File: src/wfr_pkg.sv
// Package for the WAKE frame receiver: frame marker bytes, the CRC-8 step
// and the structs that pass between the parser and the top level.
// Depends on nothing.
package wfr_pkg;

   localparam logic [7:0] MARK_END   = 8'hC0;
   localparam logic [7:0] MARK_ESC   = 8'hDB;
   localparam logic [7:0] MARK_T_END = 8'hDC;
   localparam logic [7:0] MARK_T_ESC = 8'hDD;
   localparam int         MAX_RUN    = 32;

   localparam logic [1:0] CSR_OWN_ADDRESS = 2'd0;
   localparam logic [1:0] CSR_CRC_SEED    = 2'd1;
   localparam logic [1:0] CSR_CRC_POLY    = 2'd2;

   typedef struct packed {
      logic [6:0] own_address;
      logic [7:0] crc_seed;
      logic [7:0] crc_poly;
   } cfg_type;

   typedef struct packed {
      logic       en;
      logic [5:0] index;
      logic [7:0] data;
   } store_wr_type;

   typedef struct packed {
      logic       start;
      logic [6:0] address;
      logic [6:0] command;
      logic [5:0] length;
   } frame_hdr_type;

   function automatic logic [7:0] crc8_take(input logic [7:0] crc, input logic [7:0] b,
                                            input logic [7:0] poly);
      logic [7:0] c;
      c = crc ^ b;
      for (int i = 0; i < 8; i++) begin
         c = c[0] ? ((c >> 1) ^ poly) : (c >> 1);
      end
      return c;
   endfunction

endpackage

File: src/wake_frame_receiver.sv
// Top level of the WAKE frame receiver: configuration registers, payload
// store and readout sequencer. Depends on wfr_pkg and wfr_frame_parser.
//
//   Channel  Direction  Handshake               Payload
//   req_     in         req_tvalid/req_tready   tdata: rx_byte
//   rsp_     out        rsp_tvalid/rsp_tready   tdata, tuser, tlast
//   csr_     in         csr_valid/csr_ready     csr_index, csr_data
//
// The parser accepts one byte per cycle while req_tready is high, that is while
// no readout runs. After a good CRC byte the block stops taking bytes and reads
// the payload store out, each result through a store read and then the output
// register, and holds a result while rsp_tready is low. Reset is synchronous and
// clears all control state; the payload store is not cleared.
module wake_frame_receiver #(
   parameter int BUF_BYTES = 32
) (
   input  logic        clock,
   input  logic        reset,
   input  logic        req_tvalid,
   output logic        req_tready,
   input  logic [7:0]  req_tdata,   // [7:0] rx_byte
   output logic        rsp_tvalid,
   input  logic        rsp_tready,
   output logic [31:0] rsp_tdata,   // [6:0] frame_address, [13:7] frame_command,
                                    // [19:14] frame_length, [28:21] payload_byte
   output logic        rsp_tuser,   // [0] payload_valid
   output logic        rsp_tlast,   // last_of_frame
   input  logic        csr_valid,
   output logic        csr_ready,
   input  logic [1:0]  csr_index,
   input  logic [7:0]  csr_data
);
   import wfr_pkg::*;

   localparam int ADDR_W = (BUF_BYTES > 1) ? $clog2(BUF_BYTES) : 1;

   typedef enum logic [1:0] {
      RD_IDLE,
      RD_READ,
      RD_SHOW
   } rd_state_type;

   cfg_type       cfg_ff;
   store_wr_type  wr;
   frame_hdr_type hdr;
   rd_state_type  state_ff;
   logic [5:0]    ptr_ff;
   logic          empty_ff;
   logic [7:0]    store_q_ff;
   logic [7:0]    store [BUF_BYTES];
   logic          take;
   logic          last;

   assign csr_ready  = 1'b1;
   assign req_tready = (state_ff == RD_IDLE);
   assign take       = req_tvalid && req_tready;

   always_ff @(posedge clock) begin
      if (reset) begin
         cfg_ff.own_address <= 7'd1;
         cfg_ff.crc_seed    <= 8'hDE;
         cfg_ff.crc_poly    <= 8'h8C;
      end else if (csr_valid && csr_ready) begin
         unique case (csr_index)
            CSR_OWN_ADDRESS: cfg_ff.own_address <= csr_data[6:0];
            CSR_CRC_SEED:    cfg_ff.crc_seed    <= csr_data;
            CSR_CRC_POLY:    cfg_ff.crc_poly    <= csr_data;
            default:         ;
         endcase
      end
   end

   wfr_frame_parser #(
      .BUF_BYTES(BUF_BYTES)
   ) u_parser (
      .clock  (clock),
      .reset  (reset),
      .take   (take),
      .rx_byte(req_tdata),
      .cfg    (cfg_ff),
      .wr     (wr),
      .hdr    (hdr)
   );

   always_ff @(posedge clock) begin
      if (wr.en) begin
         store[wr.index[ADDR_W-1:0]] <= wr.data;
      end
      store_q_ff <= store[ptr_ff[ADDR_W-1:0]];
   end

   assign last = empty_ff || (ptr_ff == hdr.length - 6'd1);

   always_ff @(posedge clock) begin
      if (reset) begin
         state_ff <= RD_IDLE;
         ptr_ff   <= 6'd0;
         empty_ff <= 1'b0;
      end else begin
         unique case (state_ff)
            RD_IDLE: begin
               if (hdr.start) begin
                  ptr_ff   <= 6'd0;
                  empty_ff <= (hdr.length == 6'd0);
                  state_ff <= (hdr.length == 6'd0) ? RD_SHOW : RD_READ;
               end
            end
            RD_READ: state_ff <= RD_SHOW;
            RD_SHOW: begin
               if (rsp_tready) begin
                  if (last) begin
                     state_ff <= RD_IDLE;
                  end else begin
                     ptr_ff   <= ptr_ff + 6'd1;
                     state_ff <= RD_READ;
                  end
               end
            end
            default: state_ff <= RD_IDLE;
         endcase
      end
   end

   assign rsp_tvalid = (state_ff == RD_SHOW);
   assign rsp_tuser  = !empty_ff;
   assign rsp_tlast  = last;
   assign rsp_tdata  = {3'd0, empty_ff ? 8'd0 : store_q_ff, 1'b0, hdr.length,
                        hdr.command, hdr.address};

endmodule

File: src/wfr_frame_parser.sv
// Byte parser of the WAKE frame receiver: unescaping, header checks, CRC-8
// and store writes. Depends on wfr_pkg.
module wfr_frame_parser #(
   parameter int BUF_BYTES = 32
) (
   input  logic                   clock,
   input  logic                   reset,
   input  logic                   take,
   input  logic [7:0]             rx_byte,
   input  wfr_pkg::cfg_type       cfg,
   output wfr_pkg::store_wr_type  wr,
   output wfr_pkg::frame_hdr_type hdr
);
   import wfr_pkg::*;

   localparam int LEN_LIMIT = (BUF_BYTES < MAX_RUN) ? BUF_BYTES : MAX_RUN;

   typedef enum logic [2:0] {
      PH_WAIT,
      PH_ADDR,
      PH_CMD,
      PH_LEN,
      PH_DATA
   } phase_type;

   phase_type  phase_ff, phase_in;
   logic       esc_ff, esc_in;
   logic [7:0] crc_ff, crc_in;
   logic [6:0] addr_ff, addr_in;
   logic [6:0] cmd_ff, cmd_in;
   logic [5:0] len_ff, len_in;
   logic [5:0] count_ff, count_in;
   logic [7:0] d;
   logic       bad_esc;
   logic       start;
   logic       wr_en;

   always_comb begin
      phase_in = phase_ff;
      esc_in   = esc_ff;
      crc_in   = crc_ff;
      addr_in  = addr_ff;
      cmd_in   = cmd_ff;
      len_in   = len_ff;
      count_in = count_ff;
      start    = 1'b0;
      wr_en    = 1'b0;
      bad_esc  = 1'b0;
      d        = rx_byte;
      if (esc_ff) begin
         priority if (rx_byte == MARK_T_ESC) begin
            d = MARK_ESC;
         end else if (rx_byte == MARK_T_END) begin
            d = MARK_END;
         end else begin
            bad_esc = 1'b1;
         end
      end
      if (take) begin
         priority if (rx_byte == MARK_END) begin
            esc_in   = 1'b0;
            crc_in   = crc8_take(cfg.crc_seed, MARK_END, cfg.crc_poly);
            phase_in = PH_ADDR;
         end else if (phase_ff == PH_WAIT) begin
            phase_in = PH_WAIT;
         end else if (bad_esc) begin
            esc_in   = (rx_byte == MARK_ESC);
            phase_in = PH_WAIT;
         end else if (!esc_ff && rx_byte == MARK_ESC) begin
            esc_in = 1'b1;
         end else begin
            esc_in = 1'b0;
            unique case (phase_ff)
               PH_ADDR: begin
                  if (d[7]) begin
                     crc_in = crc8_take(crc_ff, d, cfg.crc_poly);
                     if (d[6:0] == 7'd0 || d[6:0] == cfg.own_address) begin
                        addr_in  = d[6:0];
                        phase_in = PH_CMD;
                     end else begin
                        phase_in = PH_WAIT;
                     end
                  end else begin
                     addr_in  = 7'd0;
                     cmd_in   = d[6:0];
                     crc_in   = crc8_take(crc_ff, d, cfg.crc_poly);
                     phase_in = PH_LEN;
                  end
               end
               PH_CMD: begin
                  if (d[7]) begin
                     phase_in = PH_WAIT;
                  end else begin
                     cmd_in   = d[6:0];
                     crc_in   = crc8_take(crc_ff, d, cfg.crc_poly);
                     phase_in = PH_LEN;
                  end
               end
               PH_LEN: begin
                  if (d > 8'(LEN_LIMIT)) begin
                     phase_in = PH_WAIT;
                  end else begin
                     len_in   = d[5:0];
                     crc_in   = crc8_take(crc_ff, d, cfg.crc_poly);
                     count_in = 6'd0;
                     phase_in = PH_DATA;
                  end
               end
               PH_DATA: begin
                  if (count_ff < len_ff) begin
                     wr_en    = 1'b1;
                     count_in = count_ff + 6'd1;
                     crc_in   = crc8_take(crc_ff, d, cfg.crc_poly);
                  end else begin
                     phase_in = PH_WAIT;
                     start    = (d == crc_ff);
                  end
               end
               default: phase_in = PH_WAIT;
            endcase
         end
      end
   end

   always_ff @(posedge clock) begin
      if (reset) begin
         phase_ff <= PH_WAIT;
         esc_ff   <= 1'b0;
         crc_ff   <= 8'd0;
         addr_ff  <= 7'd0;
         cmd_ff   <= 7'd0;
         len_ff   <= 6'd0;
         count_ff <= 6'd0;
      end else begin
         phase_ff <= phase_in;
         esc_ff   <= esc_in;
         crc_ff   <= crc_in;
         addr_ff  <= addr_in;
         cmd_ff   <= cmd_in;
         len_ff   <= len_in;
         count_ff <= count_in;
      end
   end

   assign wr.en       = wr_en;
   assign wr.index    = count_ff;
   assign wr.data     = d;
   assign hdr.start   = start;
   assign hdr.address = addr_ff;
   assign hdr.command = cmd_ff;
   assign hdr.length  = len_ff;

endmodule

File: config.mk
export PLATFORM = sky130hd
export DESIGN_NAME = wake_frame_receiver
export DESIGN_NICKNAME = d
export VERILOG_FILES = /design/src/wfr_pkg.sv /design/src/wake_frame_receiver.sv /design/src/wfr_frame_parser.sv
export SDC_FILE = /design/constraint.sdc
export NUM_CORES = 1
export LEC_CHECK = 0
export ABC_AREA = 0
export BUFFER_PORTS_ARGS = -buffer_cell sky130_fd_sc_hd__clkbuf_2
export CAP_MARGIN = 20
export CORE_ASPECT_RATIO = 0.9
export CORE_MARGIN = 2
export CORE_UTILIZATION = 56
export DETAILED_ROUTE_END_ITERATION = 12
export PLACE_DENSITY = 0.84
export SYNTH_ARGS = -nofsm -noshare
export SYNTH_HDL_FRONTEND = slang
export SYNTH_SLANG_ARGS = --single-unit
File: constraint.sdc
create_clock -name clock -period 4.4 [get_ports clock]
set_input_delay 0.22 -clock clock [delete_from_list [all_inputs] [get_ports clock]]
set_output_delay 0.22 -clock clock [all_outputs]
set_load 0.01 [all_outputs]
==> metrics <==
crit path time final=4162 ps; initial antenna violation count=1; ANT nets after route=0; P_leak=6.568 nW; Post-Syn Area=0.01668 mm²; critical path required time=4780 ps; synth unique cells=92; status=completed; Mapped Avg Cell Area=12.86 µm²; first-pass GRT wire length=64720 µm; vias in the first global route=11160; Worst Path Arrival=4550 ps; CTS tree=done; switch share=23.03%; die height=167.7 µm; leading area contributor after synthesis=edfxtp_1; CP Max Fanout=10; share of layout cells above drive strength 1=22.36%; Avg WL per Cell=23.12 µm; P&R area growth vs syn=12.77%; H-tree levels=2; critical path class=reg -> reg; total iterations of the first detailed-routing run=6; max_cap viols=0; clock sinks=334; area share of the largest cell type after synthesis=46.09%; DP HPWL=26230 µm; worst hold path type=in -> reg; full die area=0.03118 mm²; hold_ws=7.067 ps; GRT overflow=0; RD Place Congestion=0.9071; Top FF cell, synth=edfxtp_1; Setup crit start kind=flop; CP max-delay cell=xnor3_2; Cells after Synth=1297; nets@finish=1414; I/O pin total=60; post-synthesis sequential area ratio=55.45%; Via Count=11430; IO Port Bufs=54; Slew headroom=31.61%; clock network power share=40.5%; CTS Root Buffer Type=clkbuf_16; Crit. End Element=flop; CTS Buf Count=34; Core Region=0.02909 mm²; WP buf/inv=0; routed vias/inst=6.345; ranking of synthesized cells by area=edfxtp_1 46%, mux4_2 11%, dfxtp_1 9.4%, xnor2_1 3.7%, nor2_1 3.1%; die extent in x=185.9 µm; worst slew pin tran=1025 ps; FP Rows=59; CP top delay family=compound AO/OA/AOI/OAI gates; GRT Resource Usage Total=27.39%; share of synthesized registers carrying an async set or reset=0%; Switch Pwr=1.621 mW; FMAX=240.2 MHz; Post-Route WL=41640 µm; critical path cell sequence=nand4_4 > o41a_1 > xor3_1 > and3_4 > nor4_2 > nor3_2 > or2_1 > a311oi_2 > mux2i_1 > xnor3_2 > a21o_2 > a221oi_1 > o31ai_1; setup violators final=0; Largest stage delay, worst path=530 ps; Flop pwr share=48.5%; Synth warnings=0; Post-synth EDFFs=256; Worst-path clk slew=60 ps; largest net degree at the start of global routing=63; later-pin clock latency in the skew report=520 ps; pwr/cell area=374.1 mW/mm²; flop and latch count out of synthesis=334; maximum VDD drop=0.0003290 V; Slew Limit Fails=0; Comb power frac=11.1%; Setup TNS=0 ps; Starting Density=57.34%; DRT iter0 DRCs=1605; final hold vios=0; residual DRC count=0; Tcrit/Tclk final=94.60%; clock buffer depth=3; Int Power=5.416 mW; Clock Skew=23.01 ps
==> cells in the mapped netlist, types with 5 or more instances <==
master	count
o31ai_1	6
edfxtp_1	256
xor2_1	30
mux4_2	80
a211oi_1	8
o21ai_0	35
a21oi_1	47
and3_1	7
mux2_2	13
xnor2_1	71
buf_4	9
a31oi_1	7
nor3_1	25
ha_1	12
xnor3_1	6
mux2i_1	38
buf_6	10
nand3_1	22
and2_1	5
o211a_1	6
or3_1	5
dfxtp_1	78
nand2b_1	7
nand2_1	128
nor3b_1	8
nor2_1	137
nor2b_1	14
buf_2	13
clkbuf_1	51
inv_1	22
nand4_1	5
buf_1	12
nor4_1	9
nand3b_1	14
==> flip-flops by register name, indices dropped and copies added (netlist names) <==
signal,count
store,256
cfg_ff,23
store_q_ff,8
u_parser.crc_ff,8
u_parser.addr_ff,7
u_parser.cmd_ff,7
ptr_ff,6
u_parser.count_ff,6
u_parser.len_ff,6
u_parser.phase_ff,3
state_ff,2
empty_ff,1
u_parser.esc_ff,1
==> cell families after synthesis <==
group / count (synthesis) / share of synthesized area [%]
other: 2 / 0.04503
flip-flops: 334 / 55.45
AO/OA/AOI/OAI: 168 / 6.977
adder cells (fa/ha/maj): 12 / 0.9002
buffers and inverters: 121 / 3.541
multiplexers: 132 / 14.05
AND/OR/NAND/NOR: 414 / 11.97
XOR/XNOR: 114 / 7.067
==> metrics by stage <==
step / instance area [µm²] / util (%) / worst slack [ps] / power [mW] / std cells
after floorplan: 16690 / - / 294.7 / 4.066 / 1300
after global placement: 17590 / 60.46 / 197.1 / 4.204 / 1733
after detailed placement: 17590 / 60.46 / 62.76 / 4.226 / 1733
after CTS: 18760 / 64.51 / 154.9 / 7.053 / 1800
after global routing: 18810 / 64.66 / -2.118 / 7.248 / 1801
final: 18810 / 64.66 / 237.6 / 7.036 / 1801
==> layout make-up <==
class	instances	area, µm²
antenna	1	2.502
clock buffer	46	937.1
clock inverter	15	178.9
fill	2007	10280
inverter	24	90.09
multi-input combinational	845	6890
sequential	334	9258
tap	396	495.5
timing repair buffer	140	955.9
==> power groups by stage <==
stage / clock network (mW) / registers, mW / logic [mW]
2_1_floorplan: 0 / 3.47 / 0.596
3_5_place_dp: 0 / 3.48 / 0.748
4_1_cts: 2.89 / 3.41 / 0.758
3_3_place_gp: 0 / 3.48 / 0.727
6_report: 2.85 / 3.41 / 0.778
5_1_grt: 3.00 / 3.41 / 0.842
==> what timing repair did <==
item | 4_1_cts | 5_1_grt
setup endpoints to repair | 0 | 8
setup buffers | 0 | 0
resized for setup | 0 | 9
hold buffers | 6 | 0
hold endpoints to repair | 11 | 0
==> cell usage in the layout, fill, tap and decap left out, types with 5 or more instances in the layout <==
cell / netlist / final
nor3b_1: 8 / 8
clkbuf_2: 1 / 54
o31ai_1: 6 / 6
inv_1: 22 / 22
dfxtp_1: 78 / 73
edfxtp_1: 256 / 256
and3_1: 7 / 7
buf_4: 9 / 78
nor3_1: 25 / 25
nor2b_1: 14 / 14
clkbuf_1: 51 / 9
clkinv_1: 2 / 6
o21ai_0: 35 / 35
xor2_1: 30 / 30
o211a_1: 6 / 6
or3_1: 5 / 5
clkinv_2: 0 / 5
nand3_1: 22 / 22
mux2i_1: 38 / 38
a31oi_1: 7 / 7
nand4_1: 5 / 5
nor2_1: 137 / 137
mux2_2: 13 / 13
mux4_2: 80 / 80
clkbuf_16: 0 / 35
nand3b_1: 14 / 14
xnor2_1: 71 / 67
nand2_1: 128 / 128
conb_1: 2 / 5
xnor3_1: 6 / 6
ha_1: 12 / 12
and2_1: 5 / 5
dlygate4sd3_1: 0 / 6
a21oi_1: 47 / 47
nand2b_1: 7 / 7
nor4_1: 9 / 9
a211oi_1: 8 / 8
==> final timing paths <==
path | from | end | cells past startpoint | slack [ps]
setup reg to reg | u_parser.esc_ff | u_parser.crc_ff[0] | 13 | 240
setup / recovery | u_parser.esc_ff | u_parser.crc_ff[0] | 13 | 240
hold / removal | csr_data[3] | cfg_ff[19] | 3 | 7
hold reg to reg | cfg_ff[13] | cfg_ff[13] | 2 | 480
==> worst register-to-register path: cells and delay by family (launching register included) <==
family | cells | cell delay [ps]
AOI/OAI and AO/OA | 5 | 1410
xor gates and xnor gates | 2 | 940
and+or+nand+nor | 5 | 1050
DFF | 1 | 420
muxes | 1 | 210
==> layer usage <==
metal,GRT usage [%],up-vias,wire length [µm]
met5,0,-,0
met4,8.935,0,1494
met3,4.306,122,4353
met2,43.22,703,19730
met1,39.24,5620,16070
li1,-,4982,-
Power figures use the tool's default switching activity.
